`config.mk`:
```
export PLATFORM = sky130hd
export DESIGN_NAME = ring_buffer_deque
export DESIGN_NICKNAME = d
export VERILOG_FILES = /design/src/rbd_pkg.sv /design/src/ring_buffer_deque.sv /design/src/rbd_ctrl.sv /design/src/rbd_datapath.sv
export SDC_FILE = /design/constraint.sdc
export NUM_CORES = 1
export LEC_CHECK = 0
export ABC_AREA = 0
export BUFFER_PORTS_ARGS = -buffer_cell sky130_fd_sc_hd__buf_2
export CELL_PAD_IN_SITES_DETAIL_PLACEMENT = 1
export CELL_PAD_IN_SITES_GLOBAL_PLACEMENT = 2
export CORE_UTILIZATION = 40
export DETAILED_ROUTE_END_ITERATION = 10
export MAX_ROUTING_LAYER = met4
export PLACE_DENSITY = 0.77
export REMOVE_ABC_BUFFERS = 1
export SYNTH_ARGS = -nofsm -noshare
export SYNTH_HDL_FRONTEND = slang
export SYNTH_SLANG_ARGS = --single-unit
```
`constraint.sdc`:
```
create_clock -name clk -period 4.1 [get_ports clk]
set_input_delay 0.41 -clock clk [delete_from_list [all_inputs] [get_ports clk]]
set_output_delay 0.41 -clock clk [all_outputs]
set_load 0.01 [all_outputs]
```
`src/rbd_pkg.sv`:
```
`timescale 1ns / 1ps
// rbd_pkg: operation and status codes and the controller command type
// shared by the ring buffer deque controller, datapath and top level
// no dependencies
package rbd_pkg;

  // operation codes carried on the input channel
  localparam logic [1:0] OP_PUSH_FRONT = 2'd0;
  localparam logic [1:0] OP_PUSH_BACK  = 2'd1;
  localparam logic [1:0] OP_POP_FRONT  = 2'd2;
  localparam logic [1:0] OP_POP_BACK   = 2'd3;

  // status codes reported with every result
  localparam logic [1:0] ST_OK        = 2'd0;
  localparam logic [1:0] ST_UNDERFLOW = 2'd1;
  localparam logic [1:0] ST_OVERFLOW  = 2'd2;

  // commands from the controller to the datapath
  typedef struct packed {
    logic exec;  // input transfer: apply the operation
    logic rd;    // read front and back entries of the store
  } rbd_cmd_t;

endpackage

```
`src/ring_buffer_deque.sv`:
```
`timescale 1ns / 1ps
// ring_buffer_deque: double-ended queue in a fixed ring store, top level
// depends on rbd_pkg, rbd_ctrl and rbd_datapath
//
//   channel  | handshake             | payload
//   ---------+-----------------------+--------------------------------------
//   input    | in_valid / in_ready   | operation, value
//   output   | out_valid / out_ready | front_value, back_value, count,
//            |                       | is_empty, is_full, status
//
// one item at a time: transfer (pointers, count and store write),
// then a registered two-port read of the ring store, then the result
// is held until its transfer. rst is synchronous and clears pointers,
// count and the sequencer; the store is not cleared. a stalled output
// holds the result and the input.
module ring_buffer_deque #(
  parameter int CAPACITY   = 16,
  parameter int DATA_WIDTH = 32
) (
  input  logic                                 clk,
  input  logic                                 rst,
  input  logic                                 in_valid,
  output logic                                 in_ready,
  input  logic [1:0]                           operation,
  input  logic [DATA_WIDTH-1:0]                value,
  output logic                                 out_valid,
  input  logic                                 out_ready,
  output logic [DATA_WIDTH-1:0]                front_value,
  output logic [DATA_WIDTH-1:0]                back_value,
  output logic [$clog2(CAPACITY + 1)-1:0]      count,
  output logic                                 is_empty,
  output logic                                 is_full,
  output logic [1:0]                           status
);
  import rbd_pkg::*;

  localparam int PTR_W = $clog2(CAPACITY);
  localparam int CNT_W = $clog2(CAPACITY + 1);

  rbd_cmd_t cmd;

  // sequencer
  rbd_ctrl u_ctrl (
    .clk       (clk),
    .rst       (rst),
    .in_valid  (in_valid),
    .in_ready  (in_ready),
    .out_valid (out_valid),
    .out_ready (out_ready),
    .cmd       (cmd)
  );

  // store and pointers
  rbd_datapath #(
    .CAPACITY   (CAPACITY),
    .DATA_WIDTH (DATA_WIDTH),
    .PTR_W      (PTR_W),
    .CNT_W      (CNT_W)
  ) u_datapath (
    .clk         (clk),
    .rst         (rst),
    .cmd         (cmd),
    .operation   (operation),
    .value       (value),
    .front_value (front_value),
    .back_value  (back_value),
    .count       (count),
    .is_empty    (is_empty),
    .is_full     (is_full),
    .status      (status)
  );

endmodule

```
`src/rbd_ctrl.sv`:
```
`timescale 1ns / 1ps
// rbd_ctrl: sequencing state machine of the ring buffer deque
// depends on rbd_pkg for the command type
module rbd_ctrl (
  input  logic            clk,
  input  logic            rst,
  input  logic            in_valid,
  output logic            in_ready,
  output logic            out_valid,
  input  logic            out_ready,
  output rbd_pkg::rbd_cmd_t cmd
);
  import rbd_pkg::*;

  localparam logic [1:0] S_IDLE = 2'd0;
  localparam logic [1:0] S_READ = 2'd1;
  localparam logic [1:0] S_OUT  = 2'd2;

  logic [1:0] state;
  logic [1:0] state_next;

  // next state
  always_comb begin
    state_next = state;
    case (state)
      S_IDLE: begin
        if (in_valid) state_next = S_READ;
      end
      S_READ: begin
        state_next = S_OUT;
      end
      S_OUT: begin
        if (out_ready) state_next = S_IDLE;
      end
      default: begin
        state_next = S_IDLE;
      end
    endcase
  end

  // state register
  always_ff @(posedge clk) begin
    if (rst) begin
      state <= S_IDLE;
    end else begin
      state <= state_next;
    end
  end

  // handshakes and datapath commands
  assign in_ready  = (state == S_IDLE);
  assign out_valid = (state == S_OUT);
  assign cmd.exec  = in_ready && in_valid;
  assign cmd.rd    = (state == S_READ);

  // checks
  a_no_overlap: assert property (@(posedge clk) disable iff (rst)
    !(in_ready && out_valid))
    else $error("input and output open at once");
  a_exec_then_read: assert property (@(posedge clk) disable iff (rst)
    cmd.exec |=> cmd.rd)
    else $error("store read did not follow an input transfer");
  a_read_then_out: assert property (@(posedge clk) disable iff (rst)
    cmd.rd |=> out_valid)
    else $error("result not presented after store read");

endmodule

```
`src/rbd_datapath.sv`:
```
`timescale 1ns / 1ps
// rbd_datapath: ring store, head/tail pointers, fill count and result registers
// depends on rbd_pkg for operation and status codes and the command type
module rbd_datapath #(
  parameter int CAPACITY   = 16,
  parameter int DATA_WIDTH = 32,
  parameter int PTR_W      = $clog2(CAPACITY),
  parameter int CNT_W      = $clog2(CAPACITY + 1)
) (
  input  logic                  clk,
  input  logic                  rst,
  input  rbd_pkg::rbd_cmd_t     cmd,
  input  logic [1:0]            operation,
  input  logic [DATA_WIDTH-1:0] value,
  output logic [DATA_WIDTH-1:0] front_value,
  output logic [DATA_WIDTH-1:0] back_value,
  output logic [CNT_W-1:0]      count,
  output logic                  is_empty,
  output logic                  is_full,
  output logic [1:0]            status
);
  import rbd_pkg::*;

  localparam logic [PTR_W-1:0] PTR_LAST = PTR_W'(CAPACITY - 1);
  localparam logic [CNT_W-1:0] CNT_FULL = CNT_W'(CAPACITY);

  logic [DATA_WIDTH-1:0] mem [CAPACITY];
  logic [PTR_W-1:0]      head;
  logic [PTR_W-1:0]      tail;
  logic [CNT_W-1:0]      cnt;
  logic [1:0]            status_q;
  logic [DATA_WIDTH-1:0] front_q;
  logic [DATA_WIDTH-1:0] back_q;

  logic [PTR_W-1:0]      head_inc, head_dec, tail_inc, tail_dec;
  logic                  cnt_empty, cnt_full;
  logic                  we;
  logic [PTR_W-1:0]      waddr;
  logic [PTR_W-1:0]      head_next, tail_next;
  logic [CNT_W-1:0]      cnt_next;
  logic [1:0]            status_next;

  // wrapping pointer neighbors
  assign head_inc  = (head == PTR_LAST) ? '0 : head + 1'b1;
  assign head_dec  = (head == '0) ? PTR_LAST : head - 1'b1;
  assign tail_inc  = (tail == PTR_LAST) ? '0 : tail + 1'b1;
  assign tail_dec  = (tail == '0) ? PTR_LAST : tail - 1'b1;
  assign cnt_empty = (cnt == '0);
  assign cnt_full  = (cnt == CNT_FULL);

  // operation decode
  always_comb begin
    we          = 1'b0;
    waddr       = tail;
    head_next   = head;
    tail_next   = tail;
    cnt_next    = cnt;
    status_next = ST_OK;
    case (operation)
      OP_PUSH_FRONT: begin
        if (cnt_full) begin
          status_next = ST_OVERFLOW;
        end else begin
          we        = 1'b1;
          waddr     = head_dec;
          head_next = head_dec;
          cnt_next  = cnt + 1'b1;
        end
      end
      OP_PUSH_BACK: begin
        if (cnt_full) begin
          status_next = ST_OVERFLOW;
        end else begin
          we        = 1'b1;
          waddr     = tail;
          tail_next = tail_inc;
          cnt_next  = cnt + 1'b1;
        end
      end
      OP_POP_FRONT: begin
        if (cnt_empty) begin
          status_next = ST_UNDERFLOW;
        end else begin
          head_next = head_inc;
          cnt_next  = cnt - 1'b1;
        end
      end
      OP_POP_BACK: begin
        if (cnt_empty) begin
          status_next = ST_UNDERFLOW;
        end else begin
          tail_next = tail_dec;
          cnt_next  = cnt - 1'b1;
        end
      end
      default: begin
        status_next = ST_OK;
      end
    endcase
  end

  // pointer, count and status registers
  always_ff @(posedge clk) begin
    if (rst) begin
      head     <= '0;
      tail     <= '0;
      cnt      <= '0;
      status_q <= ST_OK;
    end else if (cmd.exec) begin
      head     <= head_next;
      tail     <= tail_next;
      cnt      <= cnt_next;
      status_q <= status_next;
    end
  end

  // ring store write port
  always_ff @(posedge clk) begin
    if (cmd.exec && we) begin
      mem[waddr] <= value;
    end
  end

  // ring store read ports, registered
  always_ff @(posedge clk) begin
    if (cmd.rd) begin
      front_q <= mem[head];
      back_q  <= mem[tail_dec];
    end
  end

  // result fields
  assign front_value = cnt_empty ? '0 : front_q;
  assign back_value  = cnt_empty ? '0 : back_q;
  assign count       = cnt;
  assign is_empty    = cnt_empty;
  assign is_full     = cnt_full;
  assign status      = status_q;

  // checks
  a_cnt_range: assert property (@(posedge clk) disable iff (rst)
    cnt <= CNT_FULL)
    else $error("fill count above capacity");
  a_overflow_full: assert property (@(posedge clk) disable iff (rst)
    (status_q == ST_OVERFLOW) |-> cnt_full)
    else $error("overflow reported while not full");
  a_underflow_empty: assert property (@(posedge clk) disable iff (rst)
    (status_q == ST_UNDERFLOW) |-> cnt_empty)
    else $error("underflow reported while not empty");
  a_ptr_span: assert property (@(posedge clk) disable iff (rst)
    (cnt_empty || cnt_full) |-> (head == tail))
    else $error("pointers disagree with fill count");

endmodule
```
* Word level (Yosys, flattened, before mapping)
Memories as Yosys holds them, arrays and structs flattened. A register that Yosys moved wholly into a read port is not among the register bits. Index checks and enable logic that the tools add are counted.
Storage, ports and cells: memories 1, bits in registers 17, RAM bits 512, logic and storage cells 70
Memories:
- u_datapath.mem | words 16, width 32, read ports 2, clocked after memory_dff 2, wr ports 1, RTL line rbd_datapath.sv:27 | logic [DATA_WIDTH-1:0] mem [CAPACITY];
Operators by class: add/sub/neg operators 6, equal/unequal tests 16, muxes and demuxes 27, reduce and logical (&&, ||, !) cells 15
Operators by type and width (count):
- two-way mux 32 bit | 2
- two-way mux 4 bit | 10
- case mux 4 bit (2 select lines) | 2
- inequality test 2 bit (second input constant) | 7
- two-way mux 5 bit | 2
- case mux 5 bit (2 select lines) | 1
- adder 4 x 1 -> 4 bit (second input constant) | 2
- == test 4 bit (second input constant) | 2
- zero test 4 bit | 2
- AND reduction 4 bit | 2
- subtractor 4 x 1 -> 4 bit (second input constant) | 2
- == test 2 bit (second input constant) | 3
- two-way mux 2 bit | 3
- case mux 2 bit (3 select lines) | 1
- adder 5 x 1 -> 5 bit (second input constant) | 1
- == test 5 bit (second input constant) | 1
- zero test 5 bit | 1
- two-way mux 1 bit | 5
- subtractor 5 x 1 -> 5 bit (second input constant) | 1
- == test 2 x 1 -> 1 bit (second input constant) | 2
- zero test 2 bit | 2
- case mux 2 bit (2 select lines) | 1
- nonzero test 2 bit | 2
- OR reduction 2 bit | 2
- 4 further kinds | 5

* Logic depth before layout (Yosys ltp)
depth after elaboration 6, depth in mapped cells 11, mapped depth without buffers 7

* By module
A second synthesis with hierarchy kept.
Second synthesis, totals: cells, all modules 1486, area, all modules 27068.5 µm²
By module, submodules not included:
- rbd_datapath | seq. area each 17596.9 µm², times used 1, area an instance 26960.9 µm², cells an instance 1476
- rbd_ctrl | seq. area each 40.0 µm², times used 1, area an instance 107.6 µm², cells an instance 10

* Worst setup path after synthesis
Ideal clock, no wire load.
path kind register to register, from register u_datapath.head[0], to memory u_datapath.mem[7][0], enable pin, cell stages (with the launch flop) 9, arrival 3440 ps, setup slack 239 ps, path buffers 2, library setup time 421 ps, clock period less this slack 3861 ps, cell sequence dfxtp_1 > clkbuf_1 > clkbuf_1 > inv_1 > ha_1 > o311ai_0 > o21a_1 > nand3_1 > nor2_1
On the way: word-level cells in the longest chain between the ends 4, elaborated cells between the ends (all ways) 5, classes of those cells 1 x add/sub; 3 x mux; 1 x reduce/logical
RTL lines:
- from (decl) | RTL line rbd_datapath.sv:28 | logic [PTR_W-1:0] head;
- from (signal assigned) | RTL line rbd_datapath.sv:110 | head <= head_next;
- subtractor 4 x 1 -> 4 bit / zero test 4 bit (equally long branches) | RTL line rbd_datapath.sv:45 | assign head_dec = (head == '0) ? PTR_LAST : head - 1'b1;
- two-way mux 4 bit * | RTL line rbd_datapath.sv:45
- two-way mux 4 bit * | RTL line rbd_datapath.sv:61 | if (cnt_full) begin
- two-way mux 4 bit *
- to (decl) | RTL line rbd_datapath.sv:27
Mark *: on every way between the ends. The rest lies on a longest branch, timed or not.

* Final worst setup path
from register u_datapath.head[0], to memory u_datapath.mem[2][17], enable pin
The elaborated chain is that of the path after synthesis.

==> out/qor.yml <==
critical_path:
  crit_fanout: 27
  worstReg2RegStart: "u_datapath.head[0]"
  endpoint: "u_datapath.mem[2][17]"
  r2r_end: "u_datapath.mem[2][17]"
  r2r_cells: 7
  critPathBufInv: 2
  crit_cells: 7
  critPathTopFamily: "simple AND/OR/NAND/NOR gates"
  worstSetupPathType: "register to register"
  startpoint: "u_datapath.head[0]"
  endpoint_kind: "register"
  crit_slowest_cell: "nor2_4"
  max_stage_delay_ns: 0.76
  crit_chain: "inv_1 -> ha_1 -> o311ai_0 -> o21a_1 -> nand3_1 -> nor2_4 -> buf_12"
  worstSetupStartpointType: "register"
  cp_data_required_time_ns: 4.40
  ff2ff_setup_slack_ns: 0.64
  cp.arrival_ns: 3.76
clock_network:
  cts_tree: "done"
  ctsHoldBuffers: 0
  htree_levels: 3
  clkTransAtPathRegs_ns: 0.06
  numCtsBuffers: 66
  post_cts.repair.setup_buffers: 0
  cts_sinks: 593
  clockRootBuffer: "clkbuf_16"
  clk_latency_ns: 0.61
  cts_resized: 0
  clk_path_buf_depth: 3
cells_and_area:
  multi_input_area_um2: 8630
  drive_above_1_share_pct: 37.5
  seq_area_um2: 17600
  fin_util_pct: 46.5
  nets: 1497
  layout_common_cells: "576 x edfxtp_1, 284 x mux4_2, 112 x buf_2, 85 x nand2_1, 69 x clkbuf_16"
  fill_cells: 5996
  final_cells: 2370
  final_common_cell: "edfxtp_1"
  area_growth_pct: 15.3
floorplan:
  initial_utilization_pct: 40.3
  die_height_um: 260
  die_x_um: 260
  io_pins: 113
  rows: 94
  design.core.area_um2: 65700
  die_area_um2: 67400
hold_path:
  holdCritPathClass: "primary input to register"
route:
  wl_um: 68900
  first_pass_iters: 5
  routed_via_density: 6.07
  ant_nets: 0
  wl_per_cell_um: 29.1
  drt_iter0_markers: 1390
  vias: 14384
  drc: 0
power_and_ir_drop:
  p_per_area_nw_per_um2: 483
  ir_drop_mv: 0.283
  pwr-share-seq_pct: 46.8
  p_leak_nw: 9.47
  internal_power_mw: 11.0
  switching_share_pct: 25.2
  switchingPower_mw: 3.72
  comb_power_share_pct: 14.1
  clkPwrFrac_pct: 39.0
synthesis:
  synth_cell_types: 49
  syn_area_um2: 26500
  yosysSeqAreaShare_pct: 66.5
  ys.warnings.count: 0
  synth_edf_count: 576
  synthCells: 1321
  synth-main-ff-cell: "edfxtp_1"
  syn_area_per_cell_um2: 20.1
  ys_ff_latch: 593
  ys_async_sr_fraction_pct: 0
grt:
  antenna_found_initial: 4
  track_usage_pct: 21.5
  grt_overflow_total: 0
  grt_max_degree: 83
  grt_pass1_vias: 15249
  grt_pass1_wl_um: 102000
sta:
  max_freq_mhz: 289
  fin_crit_ns: 3.46
  maxSlewHeadroom_pct: 10.1
  worst_slew_pin_slew_ns: 1.35
  slew_violations: 0
  fin_hold_ws_ns: 0.109
  setup_viol: 0
  rsz0062_at_grt: "false"
  hold_viol: 0
  period_share_pct: 84.5
  clock_skew_ns: 0.0178
placement:
  gp_congestion: 0.774
  hpwl_um: 40700
  placement.io_buffers: 112
  place_inst: 2247
outcome:
  status: "finished clean"
run:
  max-cap-violations: 0
## sequential cells by signal, indices dropped and copies added, names as in the netlist
register            cells
u_datapath.front_q     32
u_datapath.mem        512
u_datapath.status       2
u_ctrl.state            2
u_datapath.count        5
u_datapath.tail         4
u_datapath.back_q      32
u_datapath.head         4
## per-stage QoR
stage	TNS (ns)	worst slack, ns	instance area (µm²)	total power, mW
2_1_floorplan	-2396.95	-4.42	26100	8.45
3_3_place_gp	0	0.711	28500	9.13
3_5_place_dp	0	0.601	28500	9.16
4_1_cts	0	0.616	30600	14.9
5_1_grt	0	0.436	30600	15.3
6_report	0	0.635	30600	14.8
## synth_stat cells, drive strengths merged (10+ instances only)
master	instances	area, µm²
edfxtp	576	17300
mux4	284	6400
nand2	85	319
nor2b	67	419
clkbuf	58	218
buf	37	194
nor2	36	135
a222oi	31	310
a21oi	19	95.1
dfxtp	17	340
inv	13	48.8
o21ai	10	50.0
## how the worst min path moves through the flow
| stage | endpoint | cells after the start | startpoint | slack (ns) |
|---|---|---|---|---|
| floorplan | u_datapath.status[0] | 2 | u_datapath.status[0] | 0.47 |
| global placement | u_datapath.status[0] | 2 | u_datapath.status[0] | 0.47 |
| detailed placement | u_datapath.status[0] | 2 | u_datapath.status[0] | 0.49 |
| CTS | u_ctrl.state[1] | 4 | out_ready | 0.09 |
| global route | u_datapath.mem[2][1] | 1 | value[1] | 0.17 |
| finish | u_ctrl.state[1] | 4 | out_ready | 0.11 |
## power groups by stage
stage	logic, mW	registers, mW	clock network, mW
after floorplan	1.36	7.09	0
after global placement	2.10	7.03	0
after detailed placement	2.12	7.04	0
after CTS	2.13	6.91	5.89
after global routing	2.26	6.92	6.07
final	2.09	6.91	5.76
## routing by layer
layer / vias to the layer above / global-route usage, % / routed length, µm
li1: 5906 / - / -
met1: 7745 / 27.8 / 28000
met2: 630 / 34.7 / 34600
met3: 103 / 3.80 / 4740
met4: 0 / 6.47 / 1530
met5: - / - / 0
## area by class of cell
cell class	instances	area share (%)
clock buffers	81	5.79
inverters	13	0.160
diodes	2	0.0164
repair buffers	157	3.51
multi-input cells	620	28.2
clock inverters	40	1.06
flip-flops and latches	593	57.7
well taps	864	3.54
## worst min-delay path: stages
cell and delay (ns):
buf_2 0.09, inv_1 0.04, a21oi_1 0.05, nor2_1 0.08
## kinds of logic after synthesis
| family | after synthesis | share of synthesized area (%) |
|---|---|---|
| AND/OR/NAND/NOR | 217 | 3.96 |
| XOR/XNOR | 8 | 0.264 |
| buffers and inverters | 108 | 1.74 |
| flip-flops | 593 | 66.5 |
| adder cells (fa/ha/maj) | 8 | 0.406 |
| multiplexers | 290 | 24.3 |
| AO/OA/AOI/OAI | 97 | 2.80 |
Note: power is estimated with default switching activity, not from simulation.
